**src/rtl/rau_pkg.sv**
```systemverilog
`default_nettype none
package rau_pkg;

    localparam int RES_NUM_W = 33;
    localparam int RES_DEN_W = 32;
    localparam int CMD_W     = 3;
    localparam int OUT_W     = ((RES_NUM_W + RES_DEN_W + 2 + 7) / 8) * 8;

    localparam logic [CMD_W-1:0] CMD_ADD = 3'd0;
    localparam logic [CMD_W-1:0] CMD_SUB = 3'd1;
    localparam logic [CMD_W-1:0] CMD_MUL = 3'd2;
    localparam logic [CMD_W-1:0] CMD_DIV = 3'd3;
    localparam logic [CMD_W-1:0] CMD_CMP = 3'd4;

endpackage
`default_nettype wire

```
**src/rtl/rau_gcd_div.sv**
```systemverilog
`default_nettype none
module rau_gcd_div #(
    parameter int NW = 33
) (
    input  wire logic          clk,
    input  wire logic          rst_n,
    input  wire logic          start,
    input  wire logic [NW-1:0] num_in,
    input  wire logic [NW-1:0] den_in,
    output logic               done,
    output logic [NW-1:0]      num_out,
    output logic [NW-1:0]      den_out
);

    localparam int KW = (NW > 1) ? $clog2(NW) : 1;

    typedef enum logic [1:0] {
        ST_IDLE,
        ST_GCD,
        ST_DIV
    } state_t;

    state_t          state_reg;
    logic            done_reg;
    logic            sel_reg;
    logic [NW-1:0]   num_reg;
    logic [NW-1:0]   den_reg;
    logic [NW-1:0]   ga_reg;
    logic [NW-1:0]   gb_reg;
    logic [KW-1:0]   k_reg;
    logic [NW-1:0]   g_reg;
    logic [NW-1:0]   q_reg;
    logic [NW-1:0]   r_reg;
    logic [KW-1:0]   cnt_reg;
    logic [NW-1:0]   num_res_reg;
    logic [NW-1:0]   den_res_reg;

    logic            ga_gt;
    logic [NW-1:0]   diff;
    logic [NW:0]     trial;
    logic [NW:0]     trial_sub;
    logic            trial_ge;
    logic [NW-1:0]   q_next;

    always_comb
    begin
        ga_gt     = ga_reg > gb_reg;
        diff      = ga_gt ? (ga_reg - gb_reg) : (gb_reg - ga_reg);
        trial     = {r_reg, q_reg[NW-1]};
        trial_sub = trial - {1'b0, g_reg};
        trial_ge  = trial >= {1'b0, g_reg};
        q_next    = {q_reg[NW-2:0], trial_ge};
    end

    always_ff @(posedge clk or negedge rst_n)
    begin
        if (!rst_n)
        begin
            state_reg <= ST_IDLE;
            done_reg  <= 1'b0;
        end
        else
        begin
            case (state_reg)
                ST_IDLE:
                begin
                    done_reg <= 1'b0;
                    if (start)
                    begin
                        num_reg   <= num_in;
                        den_reg   <= den_in;
                        ga_reg    <= num_in;
                        gb_reg    <= den_in;
                        k_reg     <= '0;
                        state_reg <= ST_GCD;
                    end
                end
                ST_GCD:
                begin
                    if (ga_reg == gb_reg)
                    begin
                        g_reg     <= ga_reg << k_reg;
                        q_reg     <= num_reg;
                        r_reg     <= '0;
                        cnt_reg   <= '0;
                        sel_reg   <= 1'b0;
                        state_reg <= ST_DIV;
                    end
                    else if (!ga_reg[0] && !gb_reg[0])
                    begin
                        ga_reg <= ga_reg >> 1;
                        gb_reg <= gb_reg >> 1;
                        k_reg  <= k_reg + 1'b1;
                    end
                    else if (!ga_reg[0])
                    begin
                        ga_reg <= ga_reg >> 1;
                    end
                    else if (!gb_reg[0])
                    begin
                        gb_reg <= gb_reg >> 1;
                    end
                    else if (ga_gt)
                    begin
                        ga_reg <= diff >> 1;
                    end
                    else
                    begin
                        gb_reg <= diff >> 1;
                    end
                end
                ST_DIV:
                begin
                    if (cnt_reg == KW'(NW - 1))
                    begin
                        cnt_reg <= '0;
                        if (!sel_reg)
                        begin
                            num_res_reg <= q_next;
                            q_reg       <= den_reg;
                            r_reg       <= '0;
                            sel_reg     <= 1'b1;
                        end
                        else
                        begin
                            den_res_reg <= q_next;
                            done_reg    <= 1'b1;
                            state_reg   <= ST_IDLE;
                        end
                    end
                    else
                    begin
                        r_reg   <= trial_ge ? trial_sub[NW-1:0] : trial[NW-1:0];
                        q_reg   <= q_next;
                        cnt_reg <= cnt_reg + 1'b1;
                    end
                end
                default:
                begin
                    done_reg  <= 1'b0;
                    state_reg <= ST_IDLE;
                end
            endcase
        end
    end

    assign done    = done_reg;
    assign num_out = num_res_reg;
    assign den_out = den_res_reg;

endmodule
`default_nettype wire

```
**src/rtl/rational_arith_unit_top.sv**
```systemverilog
// Rational arithmetic unit: add, subtract, multiply, divide or compare two
// fractions and return the result reduced to lowest terms.
// Input channel s_*: s_tuser carries the command, s_tdata the two operands.
// Output channel m_*: m_tdata carries the reduced fraction and compare flags,
// m_tuser the error flag (zero denominator or division by a zero fraction).
// One result transaction follows every input transaction, in order.
// s_tready is high only while the unit is idle; one item is in work at a time.
// Error and unused commands go straight to the output step. Compare forms the
// two cross products and compares them. Arithmetic forms up to three products
// in one OPERAND_WIDTH x OPERAND_WIDTH multiplier; a zero arithmetic result
// goes straight to the output step, and any other passes through the
// subtract-and-shift GCD loop and then the bit-serial restoring divider that
// divides numerator and denominator by the GCD.
// The result is held in an output register: s_tready rises in the cycle
// after the result moves there, even while it waits for m_tready.
// If the receiver stalls, a finished result waits in the last step
// until the output register frees, and s_tready stays low meanwhile.
// Reset (rst_n, asynchronous, active low) empties the unit and drops m_tvalid.
`default_nettype none
module rational_arith_unit_top #(
    parameter int OPERAND_WIDTH = 16,
    localparam int IN_W = ((4 * OPERAND_WIDTH + 7) / 8) * 8
) (
    input  wire logic                         clk,
    input  wire logic                         rst_n,
    input  wire logic                         s_tvalid,
    output logic                              s_tready,
    // a_numerator, a_denominator, b_numerator, b_denominator
    input  wire logic [IN_W-1:0]              s_tdata,
    // command
    input  wire logic [rau_pkg::CMD_W-1:0]    s_tuser,
    output logic                              m_tvalid,
    input  wire logic                         m_tready,
    // result_numerator, result_denominator, is_greater, is_equal
    output logic [rau_pkg::OUT_W-1:0]         m_tdata,
    // error
    output logic                              m_tuser
);

    import rau_pkg::*;

    localparam int W    = OPERAND_WIDTH;
    localparam int PW   = 2 * W;
    localparam int NW   = 2 * W + 1;
    localparam int EW   = (NW > RES_NUM_W) ? NW + 1 : RES_NUM_W + 1;
    localparam int DEW  = (NW > RES_DEN_W) ? NW : RES_DEN_W;
    localparam int PADW = OUT_W - RES_NUM_W - RES_DEN_W - 2;

    typedef enum logic [2:0] {
        ST_IDLE,
        ST_MUL_X,
        ST_MUL_Y,
        ST_MUL_D,
        ST_COMB,
        ST_REDUCE,
        ST_FIN
    } state_t;

    state_t                state_reg;
    logic [CMD_W-1:0]      cmd_reg;
    logic                  an_neg_reg;
    logic                  bn_neg_reg;
    logic [W-1:0]          an_reg;
    logic [W-1:0]          ad_reg;
    logic [W-1:0]          bn_reg;
    logic [W-1:0]          bd_reg;
    logic [PW-1:0]         x_reg;
    logic [PW-1:0]         y_reg;
    logic [PW-1:0]         d_reg;
    logic [NW-1:0]         mag_reg;
    logic [NW-1:0]         den_reg;
    logic                  neg_reg;
    logic                  gt_reg;
    logic                  eq_reg;
    logic                  err_reg;
    logic                  m_tvalid_reg;
    logic [OUT_W-1:0]      m_tdata_reg;
    logic                  m_tuser_reg;

    logic [W-1:0]          in_an_raw;
    logic [W-1:0]          in_ad;
    logic [W-1:0]          in_bn_raw;
    logic [W-1:0]          in_bd;
    logic                  in_an_neg;
    logic                  in_bn_neg;
    logic [W-1:0]          in_an_mag;
    logic [W-1:0]          in_bn_mag;

    logic [W-1:0]          mul_a;
    logic [W-1:0]          mul_b;
    logic [PW-1:0]         prod;

    logic                  xn;
    logic                  yn;
    logic                  yn_eff;
    logic                  cmp_gt;
    logic                  cmp_eq;
    logic [NW-1:0]         x_ext;
    logic [NW-1:0]         y_ext;
    logic [NW-1:0]         comb_mag;
    logic                  comb_neg;

    logic                  red_start;
    logic                  red_done;
    logic [NW-1:0]         red_num;
    logic [NW-1:0]         red_den;

    logic [EW-1:0]         num_ext;
    logic [EW-1:0]         num_signed;
    logic [DEW-1:0]        den_ext;
    logic                  out_free;

    always_comb
    begin
        in_an_raw = s_tdata[W-1:0];
        in_ad     = s_tdata[2*W-1:W];
        in_bn_raw = s_tdata[3*W-1:2*W];
        in_bd     = s_tdata[4*W-1:3*W];
        in_an_neg = in_an_raw[W-1];
        in_bn_neg = in_bn_raw[W-1];
        in_an_mag = in_an_neg ? (~in_an_raw + 1'b1) : in_an_raw;
        in_bn_mag = in_bn_neg ? (~in_bn_raw + 1'b1) : in_bn_raw;
    end

    always_comb
    begin
        mul_a = an_reg;
        mul_b = bd_reg;
        case (state_reg)
            ST_MUL_X:
            begin
                mul_a = an_reg;
                mul_b = (cmd_reg == CMD_MUL) ? bn_reg : bd_reg;
            end
            ST_MUL_Y:
            begin
                mul_a = bn_reg;
                mul_b = ad_reg;
            end
            ST_MUL_D:
            begin
                mul_a = ad_reg;
                mul_b = (cmd_reg == CMD_DIV) ? bn_reg : bd_reg;
            end
            default:
            begin
                mul_a = an_reg;
                mul_b = bd_reg;
            end
        endcase
    end

    assign prod = mul_a * mul_b;

    always_comb
    begin
        xn     = an_neg_reg && (x_reg != '0);
        yn     = bn_neg_reg && (y_reg != '0);
        cmp_eq = (xn == yn) && (x_reg == y_reg);
        if (xn != yn)
        begin
            cmp_gt = !xn;
        end
        else if (xn)
        begin
            cmp_gt = x_reg < y_reg;
        end
        else
        begin
            cmp_gt = x_reg > y_reg;
        end
        yn_eff = ((cmd_reg == CMD_SUB) && (y_reg != '0)) ? !yn : yn;
        x_ext  = NW'(x_reg);
        y_ext  = NW'(y_reg);
        if ((cmd_reg == CMD_MUL) || (cmd_reg == CMD_DIV))
        begin
            comb_mag = x_ext;
            comb_neg = an_neg_reg ^ bn_neg_reg;
        end
        else if (xn == yn_eff)
        begin
            comb_mag = x_ext + y_ext;
            comb_neg = xn;
        end
        else if (x_reg >= y_reg)
        begin
            comb_mag = x_ext - y_ext;
            comb_neg = xn;
        end
        else
        begin
            comb_mag = y_ext - x_ext;
            comb_neg = yn_eff;
        end
    end

    assign red_start = (state_reg == ST_COMB) && (cmd_reg != CMD_CMP) && (comb_mag != '0);

    rau_gcd_div #(
        .NW (NW)
    ) u_gcd_div (
        .clk     (clk),
        .rst_n   (rst_n),
        .start   (red_start),
        .num_in  (comb_mag),
        .den_in  (NW'(d_reg)),
        .done    (red_done),
        .num_out (red_num),
        .den_out (red_den)
    );

    always_comb
    begin
        num_ext    = EW'(mag_reg);
        num_signed = neg_reg ? (~num_ext + 1'b1) : num_ext;
        den_ext    = DEW'(den_reg);
        out_free   = !m_tvalid_reg || m_tready;
    end

    always_ff @(posedge clk or negedge rst_n)
    begin
        if (!rst_n)
        begin
            state_reg    <= ST_IDLE;
            m_tvalid_reg <= 1'b0;
        end
        else
        begin
            if (m_tvalid_reg && m_tready && (state_reg != ST_FIN))
            begin
                m_tvalid_reg <= 1'b0;
            end
            case (state_reg)
                ST_IDLE:
                begin
                    if (s_tvalid)
                    begin
                        cmd_reg    <= s_tuser;
                        an_reg     <= in_an_mag;
                        an_neg_reg <= in_an_neg;
                        bn_reg     <= in_bn_mag;
                        bn_neg_reg <= in_bn_neg;
                        ad_reg     <= in_ad;
                        bd_reg     <= in_bd;
                        mag_reg    <= '0;
                        den_reg    <= NW'(1);
                        neg_reg    <= 1'b0;
                        gt_reg     <= 1'b0;
                        eq_reg     <= 1'b0;
                        err_reg    <= 1'b0;
                        if (s_tuser > CMD_CMP)
                        begin
                            state_reg <= ST_FIN;
                        end
                        else if ((in_ad == '0) || (in_bd == '0) ||
                                 ((s_tuser == CMD_DIV) && (in_bn_raw == '0)))
                        begin
                            err_reg   <= 1'b1;
                            state_reg <= ST_FIN;
                        end
                        else
                        begin
                            state_reg <= ST_MUL_X;
                        end
                    end
                end
                ST_MUL_X:
                begin
                    x_reg <= prod;
                    if ((cmd_reg == CMD_MUL) || (cmd_reg == CMD_DIV))
                    begin
                        state_reg <= ST_MUL_D;
                    end
                    else
                    begin
                        state_reg <= ST_MUL_Y;
                    end
                end
                ST_MUL_Y:
                begin
                    y_reg     <= prod;
                    state_reg <= (cmd_reg == CMD_CMP) ? ST_COMB : ST_MUL_D;
                end
                ST_MUL_D:
                begin
                    d_reg     <= prod;
                    state_reg <= ST_COMB;
                end
                ST_COMB:
                begin
                    if (cmd_reg == CMD_CMP)
                    begin
                        gt_reg    <= cmp_gt;
                        eq_reg    <= cmp_eq;
                        state_reg <= ST_FIN;
                    end
                    else if (comb_mag == '0)
                    begin
                        state_reg <= ST_FIN;
                    end
                    else
                    begin
                        neg_reg   <= comb_neg;
                        state_reg <= ST_REDUCE;
                    end
                end
                ST_REDUCE:
                begin
                    if (red_done)
                    begin
                        mag_reg   <= red_num;
                        den_reg   <= red_den;
                        state_reg <= ST_FIN;
                    end
                end
                ST_FIN:
                begin
                    if (out_free)
                    begin
                        m_tdata_reg  <= {{PADW{1'b0}}, eq_reg, gt_reg,
                                         den_ext[RES_DEN_W-1:0],
                                         num_signed[RES_NUM_W-1:0]};
                        m_tuser_reg  <= err_reg;
                        m_tvalid_reg <= 1'b1;
                        state_reg    <= ST_IDLE;
                    end
                end
                default:
                begin
                    state_reg <= ST_IDLE;
                end
            endcase
        end
    end

    assign s_tready = (state_reg == ST_IDLE);
    assign m_tvalid = m_tvalid_reg;
    assign m_tdata  = m_tdata_reg;
    assign m_tuser  = m_tuser_reg;

endmodule
`default_nettype wire
```
**config.mk**
```make
export PLATFORM = sky130hd
export DESIGN_NAME = rational_arith_unit_top
export DESIGN_NICKNAME = d
export VERILOG_FILES = /design/src/rtl/rau_pkg.sv /design/src/rtl/rau_gcd_div.sv /design/src/rtl/rational_arith_unit_top.sv
export SDC_FILE = /design/constraint.sdc
export NUM_CORES = 2
export LEC_CHECK = 0
export ABC_AREA = 1
export BUFFER_PORTS_ARGS = -buffer_cell sky130_fd_sc_hd__buf_2
export CORE_ASPECT_RATIO = 1.1
export CORE_MARGIN = 1.5
export CORE_UTILIZATION = 40
export CTS_CLUSTER_SIZE = 10
export DETAILED_ROUTE_END_ITERATION = 10
export SLEW_MARGIN = 20
export SYNTH_ARGS = -nofsm -noshare
export SYNTH_HDL_FRONTEND = slang
export SYNTH_SLANG_ARGS = --single-unit
```
**constraint.sdc**
```tcl
create_clock -name clk -period 19.71 [get_ports clk]
set_clock_uncertainty 0.1 [all_clocks]
set_input_delay 0.9855 -clock clk [delete_from_list [all_inputs] [get_ports clk]]
set_output_delay 0.9855 -clock clk [all_outputs]
set_load 0.1 [all_outputs]
```
# [After elaboration in Yosys (flattened, before gate mapping)]
# Index checks and enable logic that the tools add are counted.
[totals] in_bits=71 elab_cells=242 regBits=617
[op_classes] eq_ne=38 bitwise_logic=6 add_sub_neg=11 magnitude_cmp=6 n_mux=86 n_shift=1 n_reduce_logical=55 multipliers=1
[ops] op="33-bit two-way mux" n=26
[ops] op="33-bit case mux with 2 select lines" n=5
[ops] op="33-bit subtractor" n=3
[ops] op="32-bit by 32-bit subtractor with 33-bit output" n=2
[ops] op="32-bit two-way mux" n=2
[ops] op="32-bit case mux with 2 select lines" n=1
[ops] op="32-bit nonzero test" n=2
[ops] op="16-bit logical NOT" n=3
[ops] op="16-bit case mux with 3 select lines" n=1
[ops] op="34-bit by 33-bit >= comparator with 1-bit output" n=1
[ops] op="32-bit by 32-bit adder with 33-bit output" n=1
[ops] op="33-bit by 1-bit adder with 33-bit output (second input constant)" n=1
[ops] op="33-bit equality test" n=1
[ops] op="33-bit > comparator" n=1
[ops] op="33-bit logical NOT" n=1
[ops] op="33-bit inverter" n=1
[ops] op="33-bit nonzero test" n=1
[ops] op="33-bit by 6-bit left shift with 33-bit output" n=1
[ops] op="16-bit by 1-bit adder with 16-bit output (second input constant)" n=2
[ops] op="32-bit equality test" n=1
[ops] op="32-bit >= comparator" n=1
[ops] op="32-bit > comparator" n=1
[ops] op="32-bit less-than comparator" n=1
[ops] op="16-bit by 16-bit multiplier with 32-bit output" n=1
[ops] op="other kinds (40)" n=143

# [Logic depth before layout (Yosys ltp)]
[depth] ltp_word=11 mapped_depth=36

# [Hierarchy]
# Synthesis repeated with hierarchy kept, for this count alone.
[hier_totals] cells_unflattened=6457 area_unflattened_um2=50184.4
[modules_own_cells] mod="rational_arith_unit_top" area_per_inst_um2=29485.8 seq_area_each_um2=9168.8 instances=1 cells_each=3825
[modules_own_cells] mod="rau_gcd_div" area_per_inst_um2=20698.6 seq_area_each_um2=9384.0 instances=1 cells_each=2632

# [Worst setup path after synthesis]
# OpenSTA, ideal clock, no wires.
[synth_timing] path_kind="reg2reg" startpoint="register state_reg[1]" endpoint="register den_reg[0] (netlist: den_ext[0]), enable pin" required_time_ns=19.025 n_path_buf=0 setup_time_ns=0.585 synth_period_minus_slack_ns=7.772 t_arrival_ns=7.088 setup_slack_ns=11.938 stages_incl_launch_ff=6 cell_sequence="dfrtp_1 nor2_1 inv_1 nor2_1 inv_1 a211oi_1"
[synth_between] elab_chain_cells=3
[synth_lines] item="start, declared" line="rational_arith_unit_top.sv:59" rtl="state_t state_reg;"
[synth_lines] item="start signal, assigned" line="rational_arith_unit_top.sv:282" rtl="state_reg <= (cmd_reg == CMD_CMP) ? ST_COMB : ST_MUL_D;"
[synth_lines] item="3-bit logical NOT (*)"
[synth_lines] item="named net s_tready" line="rational_arith_unit_top.sv:27" rtl="output logic s_tready,"
[synth_lines] item="2-bit inequality test (no source line) / 2-bit nonzero test (equally long branches)"
[synth_lines] item="4-bit AND reduction (no source line) (*)"
[synth_lines] item="end signal, assigned" line="rational_arith_unit_top.sv:312" rtl="den_reg <= red_den;"
[synth_lines] item="end, declared" line="rational_arith_unit_top.sv:71" rtl="logic [NW-1:0] den_reg;"
# Mark *: on every way through the listed nets, which the timed path passes. The rest lies on a longest branch.
# A chain may end at the register's enable or synchronous reset.

# [Final worst setup path]
[layout_timing] startpoint="register state_reg[1]" endpoint="register y_reg[31], data pin"
[layout_between] elab_chain_cells=3
[layout_lines] item="3-bit by 2-bit equality test with 1-bit output / 3-bit by 1-bit equality test with 1-bit output (equally long branches)" line="rational_arith_unit_top.sv:129" rtl="case (state_reg)"
[layout_lines] item="16-bit case mux with 3 select lines / 16-bit case mux with 2 select lines (equally long branches)" line="rational_arith_unit_top.sv:129"
[layout_lines] item="16-bit by 16-bit multiplier with 32-bit output (*)" line="rational_arith_unit_top.sv:153" rtl="assign prod = mul_a * mul_b;"
[layout_lines] item="named net prod[31]" line="rational_arith_unit_top.sv:91" rtl="logic [PW-1:0] prod;"
[layout_lines] item="end signal, assigned" line="rational_arith_unit_top.sv:281" rtl="y_reg <= prod;"
[layout_lines] item="end, declared" line="rational_arith_unit_top.sv:68" rtl="logic [PW-1:0] y_reg;"
# Marked as above.

==> flow_summary_export.csv <==
group,metric,value,unit
cells_and_area,drive_gt1_share,6.51,%
sta,relSlewSlack,15.4,%
cells_and_area,layout_common_cells,"nand2_1 (1330), inv_1 (1062), edfxtp_1 (609)",
floorplan,die-area,123000,µm²
synth,yosys.cell_types.count,65,
global_routing,antenna_found_initial,9,
sta,holdWs,139,ps
cells_and_area,final_common_cell,"nand2_1",
detailed_routing,num_vias,40000,
global_routing,grt_pass1_vias,40400,
worst_setup_path,crit_top_cell,"inv_1",
worst_setup_path,crit_family,"adder cells",
synth,synthesis.area,48200,µm²
sta,drv_slew,0,
cts,cts-buffers-inserted,75,
worst_setup_path,r2r_slack,10590,ps
detailed_routing,detail-route-antenna-nets,0,
sta,hold_viol_final,0,
cells_and_area,syn_to_final_growth,8.94,%
floorplan,core-area,119000,µm²
sta,tns,0,ps
global_routing,grtUsageTotal,27.0,%
global_routing,grt_max_degree,74,
cts,cts_tree,"done",
worst_setup_path,slowest_stage,"a21oi_1",
cts,hold_buffers,0,
synth,synth_warnings,0,
cts,worstSkewPairLatency,690,ps
synth,synth_cells,5908,
global_routing,grtUsageMet2,47.0,%
cts,cts_buffer_depth,3,
floorplan,io_pins,146,
cells_and_area,largest_reg_flops,67,
detailed_routing,drtIter0Drc,2969,
global_routing,grt_pass1_wl,247000,µm
worst_setup_path,r2r-end,"y_reg[31]",
worst_setup_path,arrival,9500,ps
floorplan,row_count,133,
cts,path_clk_slew,60,ps
worst_setup_path,worstReg2RegStart,"state_reg[1]",
synth,synth_seq_cells,616,
synth,syn_area_per_cell,8.15,µm²
cts,ctsResizeCount,0,
detailed_routing,wl_per_cell,21.9,µm
worst_setup_path,r2r_cells,31,
global_routing,grt.busiest_layer,"met2",
flow_run,cap_violations,0,
cts,root_buffer,"clkbuf_16",
worst_setup_path,worstPathMaxFanout,17,
cells_and_area,final_nets,6555,
place,hpwl,134000,µm
worst_setup_path,cp-start-kind,"flop",
worst_setup_path,path_class,"reg -> reg",
status,outcome,"completed",
sta,tightest_slew,1260,ps
sta,final.min_clock_period,9120,ps
floorplan,initial_core_util,40.3,%
detailed_routing,drt_pass1_iterations,6,
sta,timing.final.crit_share,46.3,%
place,io_buffers,140,
cts,post_cts_buffers,0,
floorplan,die_height,367,µm
sta,max_freq,110,MHz
synth,synth_edf_count,609,
synth,synth-async-reset-ratio,1.14,%
global_routing,grtUsageMet3,3.82,%
detailed_routing,routed_wl,166000,µm
sta,rsz0062_at_grt,"false",
worst_setup_path,crit_path_max_incr_delay,730,ps
min_path,hp-class,"in -> async",
detailed_routing,remaining_drc_errors,0,
place,routabilityCongestion,1.02,
detailed_routing,avgViaCountPerCell,5.29,
cells_and_area,n_fill_cell,12000,
floorplan,die_x,334,µm
worst_setup_path,cp-end-kind,"flop",
worst_setup_path,worstPathBufferInverterCount,10,
cts,cts_max_level,3,
cts,cts_sinks,616,
global_routing,globalRouteMet1Util,31.0,%
synth,ys_seq_area_share,38.3,%
worst_setup_path,cp.required,20080,ps
sta,setup_violations,0,
global_routing,grt-ovfl-total,0,
synth,synth-main-ff-cell,"edfxtp_1",
==> per-stage QoR <==
| stage | cells | setup slack (ps) | area [µm²] | utilization [%] |
|---|---|---|---|---|
| 2_1_floorplan | 5912 | 11940 | 48200 | - |
| 3_3_place_gp | 7449 | 10950 | 50300 | 42.1 |
| 3_5_place_dp | 7450 | 10730 | 50300 | 42.1 |
| 4_1_cts | 7561 | 10700 | 52400 | 43.9 |
| 5_1_grt | 7570 | 10050 | 52500 | 43.9 |
| 6_report | 7570 | 10590 | 52500 | 43.9 |
==> final cells by class <==
cell class / count / area, µm² / share of cell area (%)
inverter: 1095 / 4110 / 7.84
sequential: 616 / 18500 / 35.2
clock inverter: 20 / 171 / 0.327
tap: 1552 / 1940 / 3.70
multi-input combinational: 4007 / 24800 / 47.2
antenna: 8 / 20.0 / 0.0382
timing repair buffer: 181 / 1040 / 1.98
clock buffer: 91 / 1970 / 3.75
==> kinds of logic after synthesis <==
logic type	share of synthesized area, %
xor+xnor	3.36
flops	38.3
buf+inv	10.6
simple gates	20.5
compound gates	10.6
other cells	0.00779
fa+ha+maj	16.3
mux	0.333
==> layer usage <==
metal | wire [µm] | vias up
met3 | 8780 | 418
li1 | - | 19200
met4 | 11700 | 0
met1 | 64400 | 19100
met2 | 81000 | 1395
met5 | 0 | -
==> how the worst max path moves through the flow <==
stage                            start         end  cells past startpoint
after floorplan           state_reg[1]  den_ext[0]                      5
after global placement    state_reg[2]   d_reg[29]                     28
after detailed placement  state_reg[1]   y_reg[31]                     31
after CTS                 state_reg[1]   d_reg[31]                     31
after global routing      state_reg[2]   d_reg[28]                     33
final                     state_reg[1]   y_reg[31]                     31
==> synth_stat cells (18+ instances only) <==
cell type  instances  area share (%)
a21oi_1          389             4.0
buf_2             22            0.23
buf_4             20            0.31
clkbuf_1         127            0.99
edfxtp_1         609              38
fa_1             200             8.3
ha_1             308             8.0
inv_1           1067             8.3
nand2_1         1330              10
nand2_2           26            0.34
nand3_1          233             2.4
nand4_1           56            0.73
nor2_1           587             4.6
nor3_1            54            0.56
nor4_1            28            0.36
o211ai_1          31            0.48
o21a_1            34            0.53
o21ai_0          313             3.3
o21ai_1           18            0.19
xnor2_1           61             1.1
xor2_1           124             2.3
Power is not shown: default switching activity piles up to over one toggle a cycle in this logic, so the estimate is an artifact.
